[config.mk]
export PLATFORM = sky130hd
export DESIGN_NAME = mux_pot_scanner_deadband
export DESIGN_NICKNAME = d
export VERILOG_FILES = /design/src/hw/rtl/mpsd_pkg.sv /design/src/hw/rtl/mux_pot_scanner_deadband.sv
export SDC_FILE = /design/constraint.sdc
export NUM_CORES = 1
export LEC_CHECK = 0
export CORE_MARGIN = 8
export CORE_UTILIZATION = 30
export CTS_CLUSTER_DIAMETER = 120
export DETAILED_ROUTE_END_ITERATION = 8
export DONT_BUFFER_PORTS = 1
export GPL_ROUTABILITY_DRIVEN = 0
export HOLD_SLACK_MARGIN = 0.08
export MAX_ROUTING_LAYER = met4
export SLEW_MARGIN = 20
export SYNTH_ARGS = -nofsm -noshare
export SYNTH_HDL_FRONTEND = slang
export SYNTH_SLANG_ARGS = --single-unit
[constraint.sdc]
create_clock -name clock -period 13.7 [get_ports clock]
set_clock_uncertainty 0.15 [all_clocks]
set_input_delay 0.685 -clock clock [delete_from_list [all_inputs] [get_ports clock]]
set_output_delay 0.685 -clock clock [all_outputs]
set_load 0.02 [all_outputs]
[src/hw/rtl/mpsd_pkg.sv]
// types and constants shared by the pot scanner and its checker
package mpsd_pkg;

   localparam int unsigned NOW_W    = 32;
   localparam int unsigned SAMPLE_W = 16;
   localparam int unsigned CHAN_W   = 3;
   localparam int unsigned SETTLE_W = 8;
   localparam int unsigned DBAND_W  = 16;
   localparam int unsigned PADDR_W  = 3;
   localparam int unsigned PDATA_W  = 32;

   localparam logic [SETTLE_W-1:0] SETTLE_RESET = 8'd1;
   localparam logic [DBAND_W-1:0]  DBAND_RESET  = 16'd768;

   typedef enum logic [1:0] {
      PH_SELECT  = 2'd0,
      PH_SETTLE  = 2'd1,
      PH_DUMMY   = 2'd2,
      PH_CONVERT = 2'd3
   } phase_type;

   typedef enum logic {
      REG_SETTLE_TIME = 1'b0,
      REG_DEADBAND    = 1'b1
   } reg_sel_type;

endpackage

[src/hw/rtl/mux_pot_scanner_deadband.sv]
// multiplexed pot scanner with select/settle/dummy/convert phases and deadband filter
// an accepted item passes through the input register and then the result register
// throughput: one item per cycle while results are taken; the phase update is a single compare and subtract
// a stalled result holds the result register while the input register takes one more item
// reset (synchronous, active high): select phase, channel 0, all values and valid bits zero,
// settle time 1 ms, deadband 768
module mux_pot_scanner_deadband #(
   parameter int unsigned CHANNEL_COUNT = 6
) (
   input  logic                              clock,
   input  logic                              reset,
   input  logic                              req_valid,
   output logic                              req_ready,
   input  logic [mpsd_pkg::NOW_W-1:0]        req_now_ms,
   input  logic                              req_start_accepted,
   input  logic                              req_conversion_done,
   input  logic [mpsd_pkg::SAMPLE_W-1:0]     req_sample_raw,
   input  logic [mpsd_pkg::CHAN_W-1:0]       req_query_channel,
   output logic                              rsp_valid,
   input  logic                              rsp_ready,
   output logic [mpsd_pkg::CHAN_W-1:0]       rsp_mux_channel,
   output logic                              rsp_mux_select_strobe,
   output logic                              rsp_start_request,
   output logic                              rsp_stop_request,
   output logic [1:0]                        rsp_scan_phase,
   output logic [mpsd_pkg::SAMPLE_W-1:0]     rsp_query_value,
   output logic                              rsp_query_valid,
   input  logic                              psel,
   input  logic                              penable,
   input  logic                              pwrite,
   input  logic [mpsd_pkg::PADDR_W-1:0]      paddr,
   input  logic [mpsd_pkg::PDATA_W-1:0]      pwdata,
   output logic [mpsd_pkg::PDATA_W-1:0]      prdata,
   output logic                              pready
);
   import mpsd_pkg::*;

   localparam logic [CHAN_W:0] CHAN_COUNT = (CHAN_W+1)'(CHANNEL_COUNT);

   // configuration
   logic [SETTLE_W-1:0] settle_ff;
   logic [DBAND_W-1:0]  dband_ff;
   reg_sel_type         reg_sel;
   logic                csr_write;

   assign pready    = 1'b1;
   assign reg_sel   = reg_sel_type'(paddr[2]);
   assign csr_write = psel && penable && pwrite;

   always_ff @(posedge clock) begin
      if (reset) begin
         settle_ff <= SETTLE_RESET;
         dband_ff  <= DBAND_RESET;
      end else if (csr_write) begin
         unique case (reg_sel)
            REG_SETTLE_TIME: settle_ff <= pwdata[SETTLE_W-1:0];
            REG_DEADBAND:    dband_ff  <= pwdata[DBAND_W-1:0];
            default:         settle_ff <= settle_ff;
         endcase
      end
   end

   always_comb begin
      unique case (reg_sel)
         REG_SETTLE_TIME: prdata = PDATA_W'(settle_ff);
         REG_DEADBAND:    prdata = PDATA_W'(dband_ff);
         default:         prdata = '0;
      endcase
   end

   // input register
   logic                s1_valid_ff;
   logic                s1_valid_in;
   logic [NOW_W-1:0]    s1_now_ff;
   logic                s1_acc_ff;
   logic                s1_done_ff;
   logic [SAMPLE_W-1:0] s1_raw_ff;
   logic [CHAN_W-1:0]   s1_query_ff;
   logic                rsp_valid_ff;
   logic                rsp_valid_in;
   logic                advance;
   logic                fire;
   logic                req_take;

   assign advance   = !rsp_valid_ff || rsp_ready;
   assign fire      = s1_valid_ff && advance;
   assign req_ready = !s1_valid_ff || advance;
   assign req_take  = req_valid && req_ready;

   always_comb begin
      s1_valid_in = s1_valid_ff;
      if (req_take) begin
         s1_valid_in = 1'b1;
      end else if (fire) begin
         s1_valid_in = 1'b0;
      end
      rsp_valid_in = rsp_valid_ff;
      if (fire) begin
         rsp_valid_in = 1'b1;
      end else if (rsp_ready) begin
         rsp_valid_in = 1'b0;
      end
   end

   always_ff @(posedge clock) begin
      if (reset) begin
         s1_valid_ff  <= 1'b0;
         rsp_valid_ff <= 1'b0;
      end else begin
         s1_valid_ff  <= s1_valid_in;
         rsp_valid_ff <= rsp_valid_in;
      end
   end

   always_ff @(posedge clock) begin
      if (req_take) begin
         s1_now_ff   <= req_now_ms;
         s1_acc_ff   <= req_start_accepted;
         s1_done_ff  <= req_conversion_done;
         s1_raw_ff   <= req_sample_raw;
         s1_query_ff <= req_query_channel;
      end
   end

   // scan state
   phase_type           phase_ff, phase_in;
   logic [CHAN_W-1:0]   active_ff, active_in;
   logic [NOW_W-1:0]    settle_start_ff, settle_start_in;
   logic [SAMPLE_W-1:0] values_ff [CHANNEL_COUNT];
   logic [SAMPLE_W-1:0] values_in [CHANNEL_COUNT];
   logic [CHANNEL_COUNT-1:0] valid_bits_ff, valid_bits_in;

   logic [NOW_W-1:0]    elapsed;
   logic                settle_over;
   logic [CHAN_W-1:0]   ch_eff;
   logic [CHAN_W:0]     ch_plus;
   logic [CHAN_W-1:0]   ch_next;
   logic [SAMPLE_W-1:0] sample_val;
   logic [SAMPLE_W-1:0] old_val;
   logic                was_valid;
   logic [SAMPLE_W:0]   diff_raw;
   logic [SAMPLE_W-1:0] diff_abs;
   logic                replace;

   assign elapsed     = s1_now_ff - settle_start_ff;
   assign settle_over = elapsed >= NOW_W'(settle_ff);
   assign ch_eff      = ({1'b0, active_ff} >= CHAN_COUNT) ? '0 : active_ff;
   assign ch_plus     = {1'b0, ch_eff} + (CHAN_W+1)'(1);
   assign ch_next     = (ch_plus >= CHAN_COUNT) ? '0 : ch_plus[CHAN_W-1:0];
   assign sample_val  = ~s1_raw_ff;

   always_comb begin
      old_val   = '0;
      was_valid = 1'b0;
      for (int i = 0; i < CHANNEL_COUNT; i++) begin
         if (ch_eff == CHAN_W'(i)) begin
            old_val   = values_ff[i];
            was_valid = valid_bits_ff[i];
         end
      end
   end

   assign diff_raw = {1'b0, sample_val} - {1'b0, old_val};
   assign diff_abs = diff_raw[SAMPLE_W] ? (old_val - sample_val) : diff_raw[SAMPLE_W-1:0];
   assign replace  = ((diff_abs != '0) && (diff_abs >= dband_ff)) || !was_valid;

   // next state
   always_comb begin
      phase_in        = phase_ff;
      active_in       = active_ff;
      settle_start_in = settle_start_ff;
      values_in       = values_ff;
      valid_bits_in   = valid_bits_ff;
      if (fire) begin
         unique case (phase_ff)
            PH_SELECT: begin
               settle_start_in = s1_now_ff;
               phase_in        = PH_SETTLE;
            end
            PH_SETTLE: begin
               if (settle_over && s1_acc_ff) begin
                  phase_in = PH_DUMMY;
               end
            end
            PH_DUMMY: begin
               if (s1_done_ff) begin
                  phase_in = s1_acc_ff ? PH_CONVERT : PH_SELECT;
               end
            end
            PH_CONVERT: begin
               if (s1_done_ff) begin
                  for (int i = 0; i < CHANNEL_COUNT; i++) begin
                     if (ch_eff == CHAN_W'(i)) begin
                        if (replace) begin
                           values_in[i] = sample_val;
                        end
                        valid_bits_in[i] = 1'b1;
                     end
                  end
                  active_in = ch_next;
                  phase_in  = PH_SELECT;
               end
            end
            default: phase_in = PH_SELECT;
         endcase
      end
   end

   // strobes
   logic sel_strobe;
   logic start_req;
   logic stop_req;

   always_comb begin
      sel_strobe = 1'b0;
      start_req  = 1'b0;
      stop_req   = 1'b0;
      unique case (phase_ff)
         PH_SELECT:  sel_strobe = 1'b1;
         PH_SETTLE:  start_req  = settle_over;
         PH_DUMMY: begin
            start_req = s1_done_ff;
            stop_req  = s1_done_ff;
         end
         PH_CONVERT: stop_req   = s1_done_ff;
         default:    sel_strobe = 1'b0;
      endcase
   end

   logic [SAMPLE_W-1:0] q_value;
   logic                q_valid;

   always_comb begin
      q_value = '0;
      q_valid = 1'b0;
      for (int i = 0; i < CHANNEL_COUNT; i++) begin
         if (s1_query_ff == CHAN_W'(i)) begin
            q_value = values_in[i];
            q_valid = valid_bits_in[i];
         end
      end
   end

   always_ff @(posedge clock) begin
      if (reset) begin
         phase_ff        <= PH_SELECT;
         active_ff       <= '0;
         settle_start_ff <= '0;
         valid_bits_ff   <= '0;
         for (int i = 0; i < CHANNEL_COUNT; i++) begin
            values_ff[i] <= '0;
         end
      end else begin
         phase_ff        <= phase_in;
         active_ff       <= active_in;
         settle_start_ff <= settle_start_in;
         valid_bits_ff   <= valid_bits_in;
         values_ff       <= values_in;
      end
   end

   // result register
   logic [CHAN_W-1:0]   out_chan_ff;
   logic                out_sel_ff;
   logic                out_start_ff;
   logic                out_stop_ff;
   logic [1:0]          out_phase_ff;
   logic [SAMPLE_W-1:0] out_qval_ff;
   logic                out_qvalid_ff;

   always_ff @(posedge clock) begin
      if (fire) begin
         out_chan_ff   <= active_in;
         out_sel_ff    <= sel_strobe;
         out_start_ff  <= start_req;
         out_stop_ff   <= stop_req;
         out_phase_ff  <= phase_in;
         out_qval_ff   <= q_value;
         out_qvalid_ff <= q_valid;
      end
   end

   assign rsp_valid             = rsp_valid_ff;
   assign rsp_mux_channel       = out_chan_ff;
   assign rsp_mux_select_strobe = out_sel_ff;
   assign rsp_start_request     = out_start_ff;
   assign rsp_stop_request      = out_stop_ff;
   assign rsp_scan_phase        = out_phase_ff;
   assign rsp_query_value       = out_qval_ff;
   assign rsp_query_valid       = out_qvalid_ff;

endmodule

## Word level (Yosys, flattened, before mapping)

Index checks and enable logic that the tools add are counted.

| storage, ports and cells | value |
|---|---|
| register bits | 243 |
| input port bits | 95 |
| output and inout bits | 60 |
| word-level logic and storage cells | 138 |

| operators by class | value |
|---|---|
| add/subtract/negate cells | 4 |
| order comparisons | 4 |
| equality and inequality tests | 13 |
| muxes and demuxes | 67 |
| bitwise logic cells | 2 |
| reduce and logical (&&, ||, !) cells | 22 |

Operator list:

| cell | count |
|---|---|
| two-way mux 16 bit | 25 |
| two-way mux 96 bit | 3 |
| one-hot mux 32 bit (2 select lines) | 1 |
| greater-or-equal comparator 32 x 8 -> 1 bit | 1 |
| subtractor 32 bit | 1 |
| two-way mux 1 bit | 23 |
| two-way mux 6 bit | 3 |
| subtractor 16 x 16 -> 17 bit | 1 |
| greater-or-equal comparator 16 bit | 1 |
| inverter 16 bit | 1 |
| nonzero test 16 bit | 1 |
| subtractor 16 bit | 1 |
| two-way mux 3 bit | 5 |
| == test 3 x 2 -> 1 bit, second input constant | 4 |
| == test 3 bit, second input constant | 4 |
| two-way mux 2 bit | 5 |
| one-hot mux 2 bit (4 select lines) | 1 |
| == test 3 x 1 -> 1 bit, second input constant | 2 |
| logical AND 1 bit | 6 |
| logical NOT 3 bit | 2 |
| AND reduction 2 bit | 3 |
| adder 3 x 1 -> 4 bit, second input constant | 1 |
| == test 2 bit, second input constant | 2 |
| greater-or-equal comparator 4 x 3 -> 1 bit, second input constant | 1 |
| 9 further kinds | 14 |

## Depth between registers and ports, before layout

Gate-level depths: netlist (run 1).

| logic depth | value |
|---|---|
| word-level depth | 25 |
| mapped depth | 39 |
| mapped depth without buffers | 33 |

## Worst setup path before layout (run 1)

No wires, ideal clock.

| timing | value |
|---|---|
| kind | reg2reg |
| from | reg active_ff[1] |
| to | reg out_qval_ff[12] (netlist: rsp_query_value[12]), data pin |
| library setup time | 0.270 ns |
| data arrival time | 6.620 ns |
| required time | 13.280 ns |
| path slack | 6.660 ns |
| stages on the path, launching flop included | 37 |
| buffers on the path | 5 |
| clock period less this slack | 7.040 ns |
| path through | dfxtp_1 clkbuf_1 buf_1 clkbuf_1 mux2i_1 nor2_1 a21oi_1 nor2_1 a21oi_1 nor2_1 a21oi_1 nor2_1 a21oi_1 nor2_1 a21o_1 inv_1 ha_1 a2111oi_2 o21a_1 nor2_1 buf_2 nor2_2 a21oi_1 xnor2_1 inv_1 ha_1 a21o_1 a21o_1 a21oi_1 inv_1 a211o_1 a211oi_1 nor3_2 buf_6 mux2_4 a22oi_1 a32oi_1 |

| on the way | value |
|---|---|
| longest elaborated chain between the ends | 25 |
| elaborated cells on any way between the ends | 49 |
| those cells by class | 2 x add/sub; 2 x order compare; 5 x eq/ne; 35 x mux; 5 x reduce/logical |

RTL lines:

| item | RTL line | source |
|---|---|---|
| start: declaration | mux_pot_scanner_deadband.sv:127 | `logic [CHAN_W-1:0] active_ff, active_in;` |
| start signal: assignment | mux_pot_scanner_deadband.sv:255 | `active_ff <= active_in;` |
| greater-or-equal comparator 3 bit | mux_pot_scanner_deadband.sv:147 | `assign ch_eff = ({1'b0, active_ff} >= CHAN_COUNT) ? '0 : active_ff;` |
| two-way mux 3 bit (*) | mux_pot_scanner_deadband.sv:147 |  |
| logical NOT 3 bit | mux_pot_scanner_deadband.sv:156, mux_pot_scanner_deadband.sv:193 |  |
| two-way mux 16 bit (6 in series) | mux_pot_scanner_deadband.sv:156 | `if (ch_eff == CHAN_W'(i)) begin` |
| subtractor 16 x 16 -> 17 bit or subtractor 16 bit (tied branches) | mux_pot_scanner_deadband.sv:163, mux_pot_scanner_deadband.sv:164 |  |
| two-way mux 16 bit | mux_pot_scanner_deadband.sv:164 | `assign diff_abs = diff_raw[SAMPLE_W] ? (old_val - sample_val) : diff_raw[SAMPLE_W-1:0];` |
| greater-or-equal comparator 16 bit or nonzero test 16 bit (tied branches) | mux_pot_scanner_deadband.sv:165 | `assign replace = ((diff_abs != '0) && (diff_abs >= dband_ff)) \|\| !was_valid;` |
| logical AND 1 bit | mux_pot_scanner_deadband.sv:165 |  |
| logical OR 1 bit | mux_pot_scanner_deadband.sv:165 |  |
| two-way mux 16 bit | mux_pot_scanner_deadband.sv:194 | `if (replace) begin` |
| two-way mux 16 bit | mux_pot_scanner_deadband.sv:193 | `if (ch_eff == CHAN_W'(i)) begin` |
| two-way mux 96 bit (*) | mux_pot_scanner_deadband.sv:191 | `if (s1_done_ff) begin` |
| two-way mux 96 bit (*) | mux_pot_scanner_deadband.sv:175 | `unique case (phase_ff)` |
| two-way mux 96 bit (*) | mux_pot_scanner_deadband.sv:174 | `if (fire) begin` |
| two-way mux 16 bit (5 in series) | mux_pot_scanner_deadband.sv:237 | `if (s1_query_ff == CHAN_W'(i)) begin` |
| two-way mux 16 bit (*) | mux_pot_scanner_deadband.sv:237 |  |
| net q_value[12] | mux_pot_scanner_deadband.sv:230 | `logic [SAMPLE_W-1:0] q_value;` |
| end signal: assignment | mux_pot_scanner_deadband.sv:278 | `out_qval_ff <= q_value;` |
| end: declaration | mux_pot_scanner_deadband.sv:268 | `logic [SAMPLE_W-1:0] out_qval_ff;` |

Mark *: on every way through the listed nets, which the timed path passes. The rest lies on a longest branch.
A chain may end at the register's enable or synchronous reset.

## Worst setup path in the final report (run 1)

| timing | value |
|---|---|
| from | reg active_ff[2] |
| to | reg out_qval_ff[6] (netlist: rsp_query_value[6]), data pin |

The elaborated chain is that of the path after synthesis.

==> results.txt, run 1 <==
Setup repair after global routing left no endpoint under its margin. The synthesized-area fraction occupied by adder cells is 0.08115. The share of post-route cells with drive strength above 1 is 0.08751. Measured against its own limit, the worst slew margin works out to 0.2656. The area enclosed by the die boundary came out at roughly 58,000 µm².

The maximum number of buffers from clock root to sink is 3. The path type of the worst setup path is flop to flop. The path with the worst hold slack has its endpoint at dband_ff[8].

The total standard cell area after synthesis came out at 15,080 µm². Entering global routing, the biggest net connects 54 pins. The largest single stage delay on the critical path is 0.95 ns.

Input and output buffers added on the ports amount to 0. The flow ran to the end, and the final reports show no timing, DRC or antenna violations. The length of routed met2 wiring is 21,570 µm. The first global-routing pass estimated 71,090 µm of wire. Dividing the final minimum period by the clock period gives 0.6242. The cell taking the most area after synthesis is dfxtp_1. The vertical die dimension is 240.2 µm.

The overall routing resource usage is 0.1582. Using the TritonRoute via totals, the vias-per-cell ratio works out to 5.276. The highest layer touched by signal routing is met4. The critical-path maximum fanout came out at 26.

The worst setup path is captured at a flop. The startpoint of the worst-slack reg-to-reg timing path is active_ff[2]. The number of max-capacitance violations reported came out at 0. Clock latency on the worst-skew pair, taken at its later pin, is 0.56 ns.

The analysis attributes to cell leakage a power of between 6 and 7 nW. In this run the most critical hold path is launched from pwdata[8]. The cell count after synthesis is approximately 1,800. The slowest stage of the critical path is the and2_1 cell.

The clock-pin slew of the registers on the worst-case setup and hold paths came out at 0.08 ns. Buffers inserted during clock tree synthesis total 27. The horizontal die dimension is 240.2 µm.

The starting DRC count in detailed routing came out at a little over 1,000. The worst register-to-register path ends at rsp_query_value[6]. The most common cell after layout, fill and taps aside is a21oi_1.

The main combinational cell family by area after synthesis is compound AO/OA/AOI/OAI gates. Counting cells, the worst reg-to-reg path comes to 28. The placeable core region is 49,860 µm². The area growth from synthesis to layout is 13.67%.

The area fraction in compound gates after synthesis is 0.2270. TritonCTS built the clock tree. The number of hold violations in the final report is 0. The total global routing overflow came out at 0. The top-area cell type share of the netlist area came out at 0.2191. The required arrival time at the worst endpoint is about 14 ns. The total met3 wirelength after detailed routing is around 2800 µm. Among all flip-flop cells after synthesis, the most frequent one is dfxtp_1. Across all layers, the routed design uses 13,017 vias. The wire length the detailed router placed on met1 came out at 20,170 µm. The number of warnings issued by yosys is 0. Counting I/O delays and the setup requirement, the final critical path takes ~8.6 ns.

The total setup violations reported at the end of the flow is 0. In the post-synthesis netlist, the biggest area contributors are dfxtp_1, edfxtp_1, ha_1, a21oi_1, nor2_1. The number of global-route vias before repair came out at 12,688. The multiplexer fraction of the synthesized cell area came out at 0.06165.

Excluding fillers, the count of instances in the completed layout stands at roughly 2,500. The clock drives around 240 sinks. The final layout contains about 2,000 nets.

Once detailed placement completed, the half-perimeter wirelength came to 31,160 µm. The initial antenna violation count is 1. In this run the power density over the cells is 102.6 nW/µm².

IR analysis of the VDD net gives a maximum drop of 0.0001023 V. CTS placed an instance of clkbuf_16 at the clock tree root. The first element of the critical path is active_ff[2].

The count of placed standard cells including taps came out at 2,361. The actual transition at the worst max-transition pin is between 1 and 1.5 ns. The count of pins over their slew limit came out at 0. Across all hold checks on the routed design, the worst slack comes to ~0.12 ns. Of the total synthesized cell area, the portion taken by AND, OR, NAND and NOR gates is 0.1754. After synthesis the netlist holds a flip-flop and latch count of between 200 and 250. Averaged over all synthesized cells, the footprint is 8.553 µm². The timing-limited maximum frequency is 116.9 MHz. The sequential element share of the synthesized area came out at 0.3744. Among the stages of the critical path, the cell type that occurs most often is a21oi_1. The post-detailed-routing wire length is 46,000 µm.

The share of synthesized registers carrying an async set or reset came out at 0. The xor/xnor cell area share of the yosys netlist came out at 0.01742. The number of H-tree levels came out at 1. The first TritonRoute pass finished after 5 iterations. For this configuration, the core starts out at a cell density of 0.3024. Yosys mapped the design onto 85 distinct sky130hd cell types. The path class of the tightest hold or removal check is input port to flop. The hold path depth came out at 2.

In the final timing run, aggregate negative setup slack is 0 ns. The register-to-register setup slack is 5.15 ns. The remaining antenna violation count came out at 0. The number of design rule violations left after detail routing came out at 0. The critical path data arrival time came out at between 8 and 9 ns.

The post-CTS setup buffer count came out at 0. The count of pins on the block boundary came out at 155. In the final routed layout, each cell accounts on average for 18.65 µm.

After floorplanning, the core was divided into 82 placement rows. The number of enable-type register cells in the synthesized netlist is 78. The top cell types in the final layout, fill and taps aside, are a21oi_1, nand2_1, nor2_1, dfxtp_1, inv_1. The critical path launch point type is a flop.
[layout make-up]
class	instances	area [µm²]
well taps	672	840.8
fillers	5128	32720
clock buffers	31	710.7
inverters	114	427.9
flip-flops and latches	243	5647
clock inverters	18	146.4
multi-input cells	1310	8602
diodes	1	2.502
repair buffers	78	763.2
[worst max-delay path by stage]
stage / to / slack [ns] / cells after the start
2_1_floorplan: rsp_query_value[12] / 6.66 / 36
5_1_grt: rsp_query_value[6] / 4.67 / 27
6_report: rsp_query_value[6] / 5.15 / 28
3_3_place_gp: rsp_query_value[4] / 4.70 / 28
4_1_cts: rsp_query_value[4] / 4.65 / 28
3_5_place_dp: rsp_query_value[4] / 4.69 / 28
[sequential cells by signal, summed over array words and instances (netlist names), 2 cells and up]
register         cells
rsp_scan_phase       2
rsp_query_value     16
phase_ff             2
active_ff            3
dband_ff            16
valid_bits_ff        6
s1_now_ff           32
s1_raw_ff           16
s1_query_ff          3
rsp_mux_channel      3
settle_ff            8
values_ff           96
settle_start_ff     32
[where the power goes]
group,leakage (nW),internal (mW),switching [mW]
Combinational,4.05,0.0984,0.153
Clock,0.422,0.409,0.310
Sequential,2.09,0.766,0.0236
Total,6.56,1.27,0.486
[layer usage]
metal | global-route usage | up-vias
met5 | - | -
met3 | 0.02659 | 86
met4 | 0.05313 | 0
met2 | 0.2602 | 478
li1 | - | 6238
met1 | 0.1957 | 6215
[critical path, delay by kind of cell, from the launching register on]
family / cells / cell delay [ns]
flip-flops: 1 / 0.75
AO/OA/AOI/OAI: 13 / 2.75
buffers and inverters: 3 / 0.18
AND/OR/NAND/NOR: 9 / 3.50
adder cells (fa/ha/maj): 2 / 0.72
XOR/XNOR: 1 / 0.21
[per-stage QoR]
| stage | setup WS [ns] | total power, mW | instance area, µm² | utilization |
|---|---|---|---|---|
| floorplan | 6.660 | 0.9787 | 15140 | - |
| global placement | 4.702 | 1.029 | 15660 | 0.3140 |
| detailed placement | 4.687 | 1.032 | 15680 | 0.3145 |
| CTS | 4.645 | 1.779 | 17130 | 0.3436 |
| global route | 4.671 | 1.839 | 17140 | 0.3437 |
| finish | 5.148 | 1.759 | 17140 | 0.3437 |
[repair_timing]
action,CTS,global route
endpoints found under the hold margin,97,0
resized for setup,0,0
hold buffers,56,0
[cell families after synthesis]
family                   count (synthesis)
AND/OR/NAND/NOR                        562
AO/OA/AOI/OAI                          523
flip-flops                             243
buffers and inverters                  225
adder cells (fa/ha/maj)                 96
multiplexers                            82
XOR/XNOR                                30
other                                    2
[cell usage after synthesis (11+ instances only)]
| library cell | n |
|---|---|
| edfxtp_1 | 78 |
| ha_1 | 93 |
| a2bb2oi_1 | 16 |
| a32oi_1 | 17 |
| o21a_1 | 12 |
| a21oi_1 | 205 |
| nor2b_1 | 21 |
| mux2_2 | 40 |
| mux2i_1 | 31 |
| and2_1 | 65 |
| a22oi_1 | 19 |
| nor3_1 | 18 |
| or3_1 | 17 |
| a21o_1 | 50 |
| o221ai_1 | 11 |
| o21bai_1 | 18 |
| a211oi_1 | 32 |
| dfxtp_1 | 165 |
| o21ai_0 | 61 |
| inv_1 | 113 |
| xnor2_1 | 20 |
| buf_2 | 15 |
| nand3_1 | 29 |
| nor2_1 | 181 |
| clkbuf_1 | 72 |
| buf_4 | 17 |
| nand2_1 | 180 |
(Power assumes the default switching activity.)
==> run 2: changes to the inputs <==
==> constraint.sdc (replaced) <==
create_clock -name clock -period 7.4 [get_ports clock]
set_clock_uncertainty 0.15 [all_clocks]
set_input_delay 0.37 -clock clock [delete_from_list [all_inputs] [get_ports clock]]
set_output_delay 0.37 -clock clock [all_outputs]
set_load 0.02 [all_outputs]
==> results.txt, run 2 (synthesis results as in run 1) <==
The run finished with clean final reports. The critical path data arrival time is 6.92 ns. The number of hold violations in the final report is 0. The number of nets in the finished design is roughly 2,000.

The actual transition at the worst max-transition pin is roughly 1.2 ns. The number of iterations in the first detailed-routing pass is 5. Detailed placement finished with a half-perimeter wire length of 31,830 µm. The overall routing resource usage is 0.1565. The number of fill cells came out at 5,090.

The worst vdd rail ir drop is between 0.0002 and 0.00025 V. The post-detailed-placement cell area is 15,870 µm². Among the stages of the critical path, the cell type that occurs most often is a21oi_1. The starting DRC count in detailed routing is 973. In this run the count of I/O pins placed on the die edge is 155. The total setup violations reported at the end of the flow came out at 0. The CTS root buffer is clkbuf_16. The critical-path maximum fanout came out at 16. The count of pins over their slew limit came out at 0.

The largest registers in the layout are values_ff x96, s1_now_ff x32, settle_start_ff x32. The count of placed standard cells in the final layout, fillers left out is about 2,500. The library cell used most frequently in the layout, excluding fill and tap cells, is a21oi_1. The initial antenna violation count came to 1.

The cell with the largest stage delay on the worst path is dfxtp_4. Leaving out fill and tap cells, the most frequent cells in the layout are a21oi_1, nand2_1, nor2_1, dfxtp_1, inv_1. The worst setup path is launched from a flop.

The number of buffers inserted by port buffering came out at 0. In this run the static leakage power is 6.803 nW. The vias per cell came out at 5.183. The power per unit of standard cell area is 188.5 nW/µm².

The initial standard-cell utilization of the core came out at 0.3024. The number of H-tree levels came out at 1. The setup path with the least slack is of type flop to flop. The clock-pin slew of the registers on the worst-case setup and hold paths is 0.06 ns. The type of the worst min-delay path is input port to flop.

Relative to the synthesized area, the layout overhead comes to 16.95%. The vertical die dimension came out at 240.2 µm. The remaining antenna violation count is 0. The total global routing overflow came out at 0. The worst slew margin relative to its limit came out at 0.2187. The placeable core region came out at about 50,000 µm². The vias after detailed routing came out at around 13,000. The maximum number of buffers from clock root to sink came out at 3.

The first global-routing pass estimated a little over 70,000 µm of wire. The CTS tree is yes. More flip-flops sit in one register than any other, and that register is values_ff. The clock net sink count came out at 243. The total negative setup slack is 0 ns.

The final instance area is ~18,000 µm². The routed wire length per instance came out at ~18 µm. The area occupied by multi-input gates is 8627 µm². The timing-limited maximum frequency is 147.3 MHz. The post-detailed-routing wire length is roughly 45,000 µm. The number of CTS-inserted buffers is 28. Data on the critical path is required at its endpoint by between 7 and 8 ns. The number of max-capacitance violations reported is 0. Registers take around 5700 µm². From left edge to right edge, the die measures 240.2 µm. STA classifies the critical path endpoint as a flop. The worst slack on hold paths came out at 0.1004 ns. The number of cell rows came out at a little over 80. The number of placed instances, taps included, is about 2,400.

The register with the most flip-flops in the layout has 96 of them. The share of post-route cells with drive strength above 1 is 0.1016. The post-route minimum period is 6.790 ns. The die covers a little under 60,000 µm².

The number of global-route vias before repair is about 13,000. The highest cell delay on the worst timing path came out at 0.42 ns. The final cycle utilization of the critical path came out at 0.9176. The number of design rule violations left after detail routing is 0. The fraction of the core area covered by cells at the end of the flow is 0.3537. The worst-skew pair later-pin latency came out at 0.57 ns.

The pin count of the biggest net entering global routing came out at 112.
-- run 2: power by group --
part	switching (mW)	internal, mW	total [mW]
Sequential	0.0429	1.42	1.46
Clock	0.587	0.801	1.39
Combinational	0.284	0.193	0.477
Total	0.914	2.41	3.33
-- run 2: critical path: cells and delay by family (launching register included) --
family,cells,cell delay (ns)
buffers and inverters,6,0.85
AOI/OAI and AO/OA,16,3.08
xor gates and xnor gates,1,0.22
DFF,1,0.42
adders and majority gates,3,0.70
muxes,2,0.53
and+or+nand+nor,7,0.52
-- run 2: layout make-up --
type,count,share of cell area
Clock inverter,18,0.009649
Multi-Input combinational cell,1310,0.4892
Tap cell,672,0.04768
Inverter,114,0.02426
Antenna cell,1,0.0001419
Timing Repair Buffer,121,0.06598
Sequential cell,243,0.3204
Clock buffer,34,0.04271
-- run 2: metal layers --
metal | up-vias | track usage | wire (µm)
met5 | - | - | 0
met4 | 0 | 0.05607 | 1469
met3 | 87 | 0.02372 | 2411
met2 | 359 | 0.2602 | 21850
met1 | 6245 | 0.1917 | 19530
li1 | 6333 | - | -
-- run 2: final timing paths --
path | startpoint | to | slack (ns) | cells after the start
min reg2reg | settle_start_ff[3] | settle_start_ff[3] | 0.30 | 2
max | active_ff[1] | rsp_query_value[14] | 0.61 | 35
max reg2reg | active_ff[1] | rsp_query_value[14] | 0.61 | 35
min | reset | values_ff[18] | 0.10 | 2
-- run 2: what timing repair did --
action	in CTS	in global routing
hold endpoints to repair	166	0
resized for setup	0	13
setup endpoints to repair	0	20
buffers inserted	0	2
hold buffers	75	0
-- run 2: through the flow --
stage,total power [mW],worst slack (ns)
6_report,3.325,0.6097
5_1_grt,3.475,-0.01575
4_1_cts,3.365,0.1567
3_5_place_dp,1.916,0.2071
3_3_place_gp,1.908,0.2417
2_1_floorplan,1.812,0.3600
